### src/keyed_record_table_assert.svh
// ----------------------------------------------------------------------------
// keyed_record_table assertion macros
// Shared property forms for the record table checks.
// ----------------------------------------------------------------------------
`ifndef KEYED_RECORD_TABLE_ASSERT_SVH
`define KEYED_RECORD_TABLE_ASSERT_SVH

// Same-cycle implication, checked on every rising clock edge outside reset.
`define KRT_ASSERT_NOW(label, ante, cons, msg) \
  label: assert property (@(posedge clk) disable iff (rst) (ante) |-> (cons)) \
    else $error(msg);

// Next-cycle implication, checked on every rising clock edge outside reset.
`define KRT_ASSERT_NEXT(label, ante, cons, msg) \
  label: assert property (@(posedge clk) disable iff (rst) (ante) |=> (cons)) \
    else $error(msg);

`endif

### src/krt_pkg.sv
// ----------------------------------------------------------------------------
// krt_pkg
// Shared types and constants for the keyed record table.
// ----------------------------------------------------------------------------
package krt_pkg;

  localparam int CAPACITY = 16;
  localparam int IDX_W    = $clog2(CAPACITY);
  localparam int CNT_W    = $clog2(CAPACITY + 1);

  localparam logic [1:0] OP_ADD    = 2'd0;
  localparam logic [1:0] OP_DELETE = 2'd1;
  localparam logic [1:0] OP_LOOKUP = 2'd2;
  localparam logic [1:0] OP_LIST   = 2'd3;

  localparam logic [1:0] ST_OK        = 2'd0;
  localparam logic [1:0] ST_NOT_FOUND = 2'd1;
  localparam logic [1:0] ST_FULL      = 2'd2;

  // Source of the record fed back into the tail cell of the ring.
  localparam logic [1:0] FB_HEAD = 2'd0;
  localparam logic [1:0] FB_NEXT = 2'd1;
  localparam logic [1:0] FB_NEW  = 2'd2;

  typedef struct packed {
    logic [31:0] key;
    logic [15:0] year;
    logic [15:0] subject_a;
    logic [15:0] subject_b;
    logic [15:0] subject_c;
    logic [7:0]  grade_a;
    logic [7:0]  grade_b;
    logic [7:0]  grade_c;
  } rec_t;

  typedef struct packed {
    logic       shift;
    logic [1:0] fb_sel;
  } chain_ctl_t;

endpackage

### src/krt_cell.sv
// ----------------------------------------------------------------------------
// krt_cell
// One slot of the record ring: holds a record and takes its neighbour's on a shift.
// ----------------------------------------------------------------------------
module krt_cell (
  input  logic          clk,
  input  logic          shift,
  input  krt_pkg::rec_t rec_in,
  output krt_pkg::rec_t rec_q
);

  always_ff @(posedge clk) begin
    if (shift) begin
      rec_q <= rec_in;
    end
  end

endmodule

### src/krt_chain.sv
// ----------------------------------------------------------------------------
// krt_chain
// Ring of record cells rotating towards the head, with a selectable tail feed.
// ----------------------------------------------------------------------------
module krt_chain (
  input  logic                clk,
  input  krt_pkg::chain_ctl_t ctl,
  input  krt_pkg::rec_t       new_rec,
  output krt_pkg::rec_t       head
);

  krt_pkg::rec_t cell_q [krt_pkg::CAPACITY];
  krt_pkg::rec_t feed;

  // After a full turn the record fed back at step s lands in slot s, so
  // choosing the feed per step appends, removes or keeps records in place.
  always_comb begin
    unique case (ctl.fb_sel)
      krt_pkg::FB_NEXT: feed = cell_q[1];
      krt_pkg::FB_NEW:  feed = new_rec;
      default:          feed = cell_q[0];
    endcase
  end

  for (genvar k = 0; k < krt_pkg::CAPACITY; k++) begin : g_cell
    if (k == krt_pkg::CAPACITY - 1) begin : g_tail
      krt_cell u_cell (
        .clk    (clk),
        .shift  (ctl.shift),
        .rec_in (feed),
        .rec_q  (cell_q[k])
      );
    end else begin : g_body
      krt_cell u_cell (
        .clk    (clk),
        .shift  (ctl.shift),
        .rec_in (cell_q[k+1]),
        .rec_q  (cell_q[k])
      );
    end
  end

  assign head = cell_q[0];

endmodule

### src/keyed_record_table.sv
// ----------------------------------------------------------------------------
// keyed_record_table
// Bounded insertion-ordered table of keyed records with add, delete, lookup
// and list requests.
// ----------------------------------------------------------------------------
// Usage: a request (opcode, key and record fields) enters on in_valid/in_ready
// and its results leave on out_valid/out_ready through a single output
// register. Every request turns the record ring once, one step per cycle
// while the output side keeps up, and occupies the block from its acceptance
// to the end of the turn; in_ready returns the cycle after the last step, so
// no new request is taken before the last one is through. Add, delete and
// lookup give one result at the end of the turn. List gives one result per
// held key, one per step, the first at the first step and the last marked by
// last_item; on an empty table it gives a single not-found result.
// The turn of the ring sets the rate.
// A stalled receiver freezes the ring: no step is taken while a result sits
// unaccepted in the output register, so nothing is dropped. A result may wait
// in the output register while the next request is being accepted.
// Reset empties the table (count zero); record contents are not cleared.
// ----------------------------------------------------------------------------
module keyed_record_table (
  input  logic                      clk,
  input  logic                      rst,
  input  logic                      in_valid,
  output logic                      in_ready,
  input  logic [1:0]                opcode,
  input  logic [31:0]               key,
  input  logic [15:0]               year_in,
  input  logic [15:0]               subject_a_in,
  input  logic [15:0]               subject_b_in,
  input  logic [15:0]               subject_c_in,
  input  logic [7:0]                grade_a_in,
  input  logic [7:0]                grade_b_in,
  input  logic [7:0]                grade_c_in,
  output logic                      out_valid,
  input  logic                      out_ready,
  output logic [1:0]                status,
  output logic [31:0]               key_out,
  output logic [15:0]               year_out,
  output logic [15:0]               subject_a_out,
  output logic [15:0]               subject_b_out,
  output logic [15:0]               subject_c_out,
  output logic [7:0]                grade_a_out,
  output logic [7:0]                grade_b_out,
  output logic [7:0]                grade_c_out,
  output logic [krt_pkg::CNT_W-1:0] used_count,
  output logic                      is_full,
  output logic                      last_item
);

  logic                      busy;
  logic [krt_pkg::IDX_W-1:0] step;
  logic [1:0]                op_q;
  logic [31:0]               probe;
  krt_pkg::rec_t             new_rec;
  logic [krt_pkg::CNT_W-1:0] count;
  logic                      found;
  krt_pkg::rec_t             hit_rec;

  krt_pkg::rec_t             out_rec;
  logic [1:0]                out_status;
  logic                      out_last;
  logic [krt_pkg::CNT_W-1:0] out_count;

  krt_pkg::rec_t             head;
  krt_pkg::chain_ctl_t       ctl;

  logic                      can_step;
  logic                      last_step;
  logic                      head_live;
  logic                      match_now;
  logic                      found_f;
  logic                      table_full;
  logic [krt_pkg::CNT_W-1:0] step_w;
  logic                      emit;
  krt_pkg::rec_t             emit_rec;
  logic [1:0]                emit_status;
  logic                      emit_last;
  logic [krt_pkg::CNT_W-1:0] count_next;

  krt_chain u_chain (
    .clk     (clk),
    .ctl     (ctl),
    .new_rec (new_rec),
    .head    (head)
  );

  assign in_ready   = !busy;
  assign can_step   = busy && (!out_valid || out_ready);
  assign last_step  = step == krt_pkg::IDX_W'(krt_pkg::CAPACITY - 1);
  assign step_w     = krt_pkg::CNT_W'(step);
  assign head_live  = step_w < count;
  assign table_full = count == krt_pkg::CNT_W'(krt_pkg::CAPACITY);
  assign match_now  = (op_q == krt_pkg::OP_DELETE || op_q == krt_pkg::OP_LOOKUP) &&
                      head_live && !found && (head.key == probe);
  assign found_f    = found || match_now;

  always_comb begin
    ctl.shift  = can_step;
    ctl.fb_sel = krt_pkg::FB_HEAD;
    if (op_q == krt_pkg::OP_ADD && !table_full && step_w == count) begin
      ctl.fb_sel = krt_pkg::FB_NEW;
    end else if (op_q == krt_pkg::OP_DELETE && found_f) begin
      ctl.fb_sel = krt_pkg::FB_NEXT;
    end
  end

  always_comb begin
    emit        = 1'b0;
    emit_rec    = '0;
    emit_status = krt_pkg::ST_OK;
    emit_last   = 1'b1;
    count_next  = count;
    unique case (op_q)
      krt_pkg::OP_ADD: begin
        emit = last_step;
        if (table_full) begin
          emit_status = krt_pkg::ST_FULL;
        end else begin
          count_next = count + krt_pkg::CNT_W'(1);
        end
      end
      krt_pkg::OP_DELETE: begin
        emit = last_step;
        if (found_f) begin
          count_next = count - krt_pkg::CNT_W'(1);
        end else begin
          emit_status = krt_pkg::ST_NOT_FOUND;
        end
      end
      krt_pkg::OP_LOOKUP: begin
        emit = last_step;
        if (match_now) begin
          emit_rec = head;
        end else if (found) begin
          emit_rec = hit_rec;
        end else begin
          emit_status = krt_pkg::ST_NOT_FOUND;
        end
      end
      default: begin
        if (head_live) begin
          emit         = 1'b1;
          emit_rec.key = head.key;
          emit_last    = (step_w + krt_pkg::CNT_W'(1)) == count;
        end else if (count == '0) begin
          emit        = last_step;
          emit_status = krt_pkg::ST_NOT_FOUND;
        end
      end
    endcase
  end

  always_ff @(posedge clk) begin
    if (rst) begin
      busy      <= 1'b0;
      step      <= '0;
      count     <= '0;
      found     <= 1'b0;
      out_valid <= 1'b0;
    end else begin
      if (in_valid && in_ready) begin
        busy  <= 1'b1;
        step  <= '0;
        found <= 1'b0;
      end else if (can_step) begin
        step <= step + krt_pkg::IDX_W'(1);
        if (match_now) begin
          found <= 1'b1;
        end
        if (last_step) begin
          busy  <= 1'b0;
          count <= count_next;
        end
      end

      if (can_step && emit) begin
        out_valid <= 1'b1;
      end else if (out_ready) begin
        out_valid <= 1'b0;
      end
    end
  end

  always_ff @(posedge clk) begin
    if (in_valid && in_ready) begin
      op_q              <= opcode;
      probe             <= key;
      new_rec.key       <= key;
      new_rec.year      <= year_in;
      new_rec.subject_a <= subject_a_in;
      new_rec.subject_b <= subject_b_in;
      new_rec.subject_c <= subject_c_in;
      new_rec.grade_a   <= grade_a_in;
      new_rec.grade_b   <= grade_b_in;
      new_rec.grade_c   <= grade_c_in;
    end
    if (can_step && match_now) begin
      hit_rec <= head;
    end
    if (can_step && emit) begin
      out_rec    <= emit_rec;
      out_status <= emit_status;
      out_last   <= emit_last;
      out_count  <= last_step ? count_next : count;
    end
  end

  assign status        = out_status;
  assign key_out       = out_rec.key;
  assign year_out      = out_rec.year;
  assign subject_a_out = out_rec.subject_a;
  assign subject_b_out = out_rec.subject_b;
  assign subject_c_out = out_rec.subject_c;
  assign grade_a_out   = out_rec.grade_a;
  assign grade_b_out   = out_rec.grade_b;
  assign grade_c_out   = out_rec.grade_c;
  assign used_count    = out_count;
  assign is_full       = out_count == krt_pkg::CNT_W'(krt_pkg::CAPACITY);
  assign last_item     = out_last;

  `include "keyed_record_table_assert.svh"

  `KRT_ASSERT_NOW(a_count_range, 1'b1, count <= krt_pkg::CNT_W'(krt_pkg::CAPACITY), "record count beyond capacity")
  `KRT_ASSERT_NEXT(a_count_hold, !(can_step && last_step), $stable(count), "record count changed outside the end of a turn")
  `KRT_ASSERT_NEXT(a_turn_length, busy && !(can_step && last_step), busy, "ring turn ended early")

endmodule
### config.mk
export PLATFORM = sky130hd
export DESIGN_NAME = keyed_record_table
export DESIGN_NICKNAME = d
export VERILOG_FILES = /design/src/krt_pkg.sv /design/src/krt_cell.sv /design/src/krt_chain.sv /design/src/keyed_record_table.sv
export VERILOG_INCLUDE_DIRS = /design/src /design/src/src
export SDC_FILE = /design/constraint.sdc
export NUM_CORES = 2
export LEC_CHECK = 0
export BUFFER_PORTS_ARGS = -buffer_cell sky130_fd_sc_hd__clkbuf_2
export CORE_ASPECT_RATIO = 0.5
export CORE_MARGIN = 8
export CORE_UTILIZATION = 61
export CTS_CLUSTER_SIZE = 30
export DETAILED_ROUTE_END_ITERATION = 6
export GPL_ROUTABILITY_DRIVEN = 0
export PLACE_DENSITY = 0.84
export SETUP_SLACK_MARGIN = 0.4
export SYNTH_ARGS = -nofsm -noshare
export SYNTH_HDL_FRONTEND = slang
export SYNTH_SLANG_ARGS = --single-unit
### constraint.sdc
create_clock -name clk -period 83.2 [get_ports clk]
set_input_delay 12.48 -clock clk [delete_from_list [all_inputs] [get_ports clk]]
set_output_delay 12.48 -clock clk [all_outputs]
set_load 0.005 [all_outputs]
==> flow_metrics.env <==
export IMPL_relSlewSlack=0.113
export IMPL_finalWorstSetupSlack_ps=64620
export IMPL_holdBufCountCts=0
export IMPL_critPathMaxStageDelay_ps=1020
export IMPL_wl_per_cell_um=29.5
export IMPL_end_kind="flip-flop"
export IMPL_rr_worst_depth=8
export IMPL_routed_wl_um=156000
export IMPL_clk_latency_ps=800
export IMPL_dp_slack_ps=63950
export IMPL_cts_sink_count=2302
export IMPL_synthCells=3155
export IMPL_dieArea_um2=134000
export IMPL_cp_cell_sequence="clkbuf_2 -> nand2b_1 -> nand2_1 -> inv_8 -> buf_4 -> buf_4 -> buf_4 -> buf_4 -> buf_4"
export IMPL_whs_path_depth=0
export IMPL_power_density_nw_per_um2=27.4
export IMPL_drv_slew=0
export IMPL_irDropWorstVdd_v=0.0000222
export IMPL_dr_pass1_iters=6
export IMPL_outcome="finished clean"
export IMPL_numCtsBuffers=178
export IMPL_max_clock_freq_mhz=53.8
export IMPL_cp_start_kind="primary input"
export IMPL_yosysTopAreaCell="edfxtp_1"
export IMPL_tritoncts="built"
export IMPL_clock_skew_ps=36.4
export IMPL_finalSetupTns_ps=0
export IMPL_ios=257
export IMPL_slowest_stage="buf_4"
export IMPL_ant_nets=0
export IMPL_synthFlopType="edfxtp_1"
export IMPL_drt_iter0_drc=4649
export IMPL_clock_path_buffers=3
export IMPL_synth_edf_count=2290
export IMPL_crit_top_cell="buf_4"
export IMPL_cts_htree_levels=4
export IMPL_holdPathEnd="u_chain.g_cell[5].g_body.u_cell.rec_q[65]"
export IMPL_worst_pin_slew_ps=1330
export IMPL_netlist_area_leader_share=0.923
export IMPL_arrival_ps=18980
export IMPL_drc_errors=0
export IMPL_area_delta_synth_final_pct=12.0
export IMPL_cp_max_fo=159
export IMPL_hold_path_class="flip-flop to flip-flop"
export IMPL_antenna_found_initial=16
export IMPL_ys_async_sr_fraction=0
export IMPL_post_route_period_util=0.223
export IMPL_clk_pin_slew_worst_paths_ps=70
export IMPL_reg2reg_from="out_valid"
export IMPL_synth_area_leaders="edfxtp_1, mux2i_1, a22oi_1"
export IMPL_syn_nets=3293
export IMPL_track_usage=0.228
export IMPL_postCtsSetupBuffers=0
export IMPL_num_vias=33000
export IMPL_syn_area_per_cell_um2=23.6
export IMPL_viasPerCell=6.22
export IMPL_min_from="u_chain.g_cell[6].g_body.u_cell.rec_q[65]"
export IMPL_yosys_warnings=0
export IMPL_critPathKind="primary input to flip-flop"
export IMPL_r2r_slack_ps=76090
export IMPL_final_nets=3683
export IMPL_root_buffer="clkbuf_16"
export IMPL_finalSetupViolCount=0
export IMPL_overflow=0
export IMPL_synth_cell_types=50
export IMPL_die_y_um=263
export IMPL_initial_core_util=0.616
export IMPL_die_w_um=510
export IMPL_drive_above_1_share=0.150
export IMPL_grt_pass1_wl_um=225000
export IMPL_netlist_area_um2=74500
export IMPL_core_area_um2=121000
export IMPL_power_leakage_uw=0.0282
export IMPL_yosysSeqAreaShare=0.927
export IMPL_cts_resized=0
export IMPL_rows=90
export IMPL_drv_cap=0
export IMPL_r2r_end="u_chain.g_cell[5].g_body.u_cell.rec_q[23]"
export IMPL_layout_min_cycle_time_ps=18580
export IMPL_crit_required_ps=83600
export IMPL_io_buffers=256
export IMPL_grt_max_degree=181
export IMPL_dpl_hpwl_um=72000
export IMPL_ys_seq_elements=2302
export IMPL_grt_pass1_vias=32700
export IMPL_grt_setup_unrepaired="false"
export IMPL_hold_viol=0
## synthesized netlist by cell type, types with 6 or more instances
cell type and instances:
a21oi_1 12, a22o_1 34, a22oi_1 88, buf_2 28, clkbuf_1 51, dfxtp_1 12, edfxtp_1 2290, ha_1 12
inv_1 9, mux2i_1 120, nand2_1 134, nand3_1 8, nand4_1 8, nor2_1 24, nor2b_1 92, nor4_1 6
o21ai_0 130, xnor2_1 30, xor2_1 12
## cells in the final DEF (no fill, tap or decap), drive strengths merged, types with 2 or more instances in the layout
cell type / instances
a22o: 34
o21a: 2
clkbuf: 486
nand3: 8
a21o: 2
o21ai: 131
nand2b: 3
and2: 2
o211ai: 3
nor3: 4
buf: 38
a22oi: 88
o31ai: 2
inv: 17
bufinv: 12
mux2i: 120
nor4b: 2
clkinv: 71
nor2: 24
clkinvlp: 7
or2: 4
nand4: 8
a21oi: 12
edfxtp: 2290
o221ai: 2
xor2: 12
nand2: 134
dfxtp: 12
nor3b: 4
xnor2: 30
diode: 4
a31oi: 3
ha: 12
nor2b: 92
nor4: 6
## power by group
| group | internal (µW) | leakage [µW] | switching, µW |
|---|---|---|---|
| Sequential | 1350 | 0.0219 | 28.5 |
| Clock | 448 | 0.00274 | 409 |
| Combinational | 8.86 | 0.00348 | 43.0 |
## through the flow
step	utilization	cells	total power, µW	area [µm²]	hold WS [ps]
after floorplan	-	3155	1530	74500	400
after global placement	0.644	4975	1440	77800	400
after detailed placement	0.644	4975	1450	77800	405
after CTS	0.690	5301	2300	83400	411
after global routing	0.690	5301	2350	83400	411
final	0.690	5305	2290	83400	407
## worst max-delay path: cells and delay by family
family        cells  cell delay, ps
simple gates      2             620
buf+inv           7            5640
## how the worst max path moves through the flow
stage / startpoint / endpoint / slack, ps / cells after the start
final: out_ready / u_chain.g_cell[5].g_body.u_cell.rec_q[23] / 64620 / 9
after global routing: out_ready / u_chain.g_cell[2].g_body.u_cell.rec_q[41] / 64330 / 9
after CTS: out_ready / u_chain.g_cell[8].g_body.u_cell.rec_q[41] / 64760 / 9
after detailed placement: out_ready / u_chain.g_cell[0].g_body.u_cell.rec_q[23] / 63950 / 9
after global placement: out_ready / u_chain.g_cell[1].g_body.u_cell.rec_q[23] / 64340 / 9
after floorplan: out_ready / u_chain.g_cell[0].g_body.u_cell.rec_q[0] / 21250 / 3
## metal layers
metal	wire length, µm	track usage	vias to the layer above
met5	102	0	-
met1	57000	0.299	16500
met2	75600	0.373	2549
li1	-	-	13300
met3	14900	0.0424	563
met4	8730	0.113	16
## logic make-up after synthesis
logic type | Yosys count | share of synthesized area
AND/OR/NAND/NOR | 294 | 0.0194
buffers and inverters | 95 | 0.00561
AO/OA/AOI/OAI | 289 | 0.0252
multiplexers | 121 | 0.0163
flip-flops | 2302 | 0.927
XOR/XNOR | 42 | 0.00494
adder cells (fa/ha/maj) | 12 | 0.00202
## sequential cells by signal, indices dropped and copies added (netlist names), 2 cells and up
register	flops
op_q	2
status	2
count	5
grade_c_out	8
grade_b_out	8
u_chain.g_cell.g_body.u_cell.rec_q	1800
u_chain.g_cell.g_tail.u_cell.rec_q	120
subject_c_out	16
key_out	32
hit_rec	120
subject_a_out	16
subject_b_out	16
new_rec	120
used_count	5
step	4
grade_a_out	8
year_out	16
## layout make-up
type	count	area, µm²
Antenna cell	4	10.0
Clock buffer	230	4800
Clock inverter	96	852
Fill cell	6217	37400
Inverter	11	48.8
Multi-Input combinational cell	758	5110
Sequential cell	2302	69000
Tap cell	1610	2010
Timing Repair Buffer	294	1580
(Power assumes the default switching activity.)
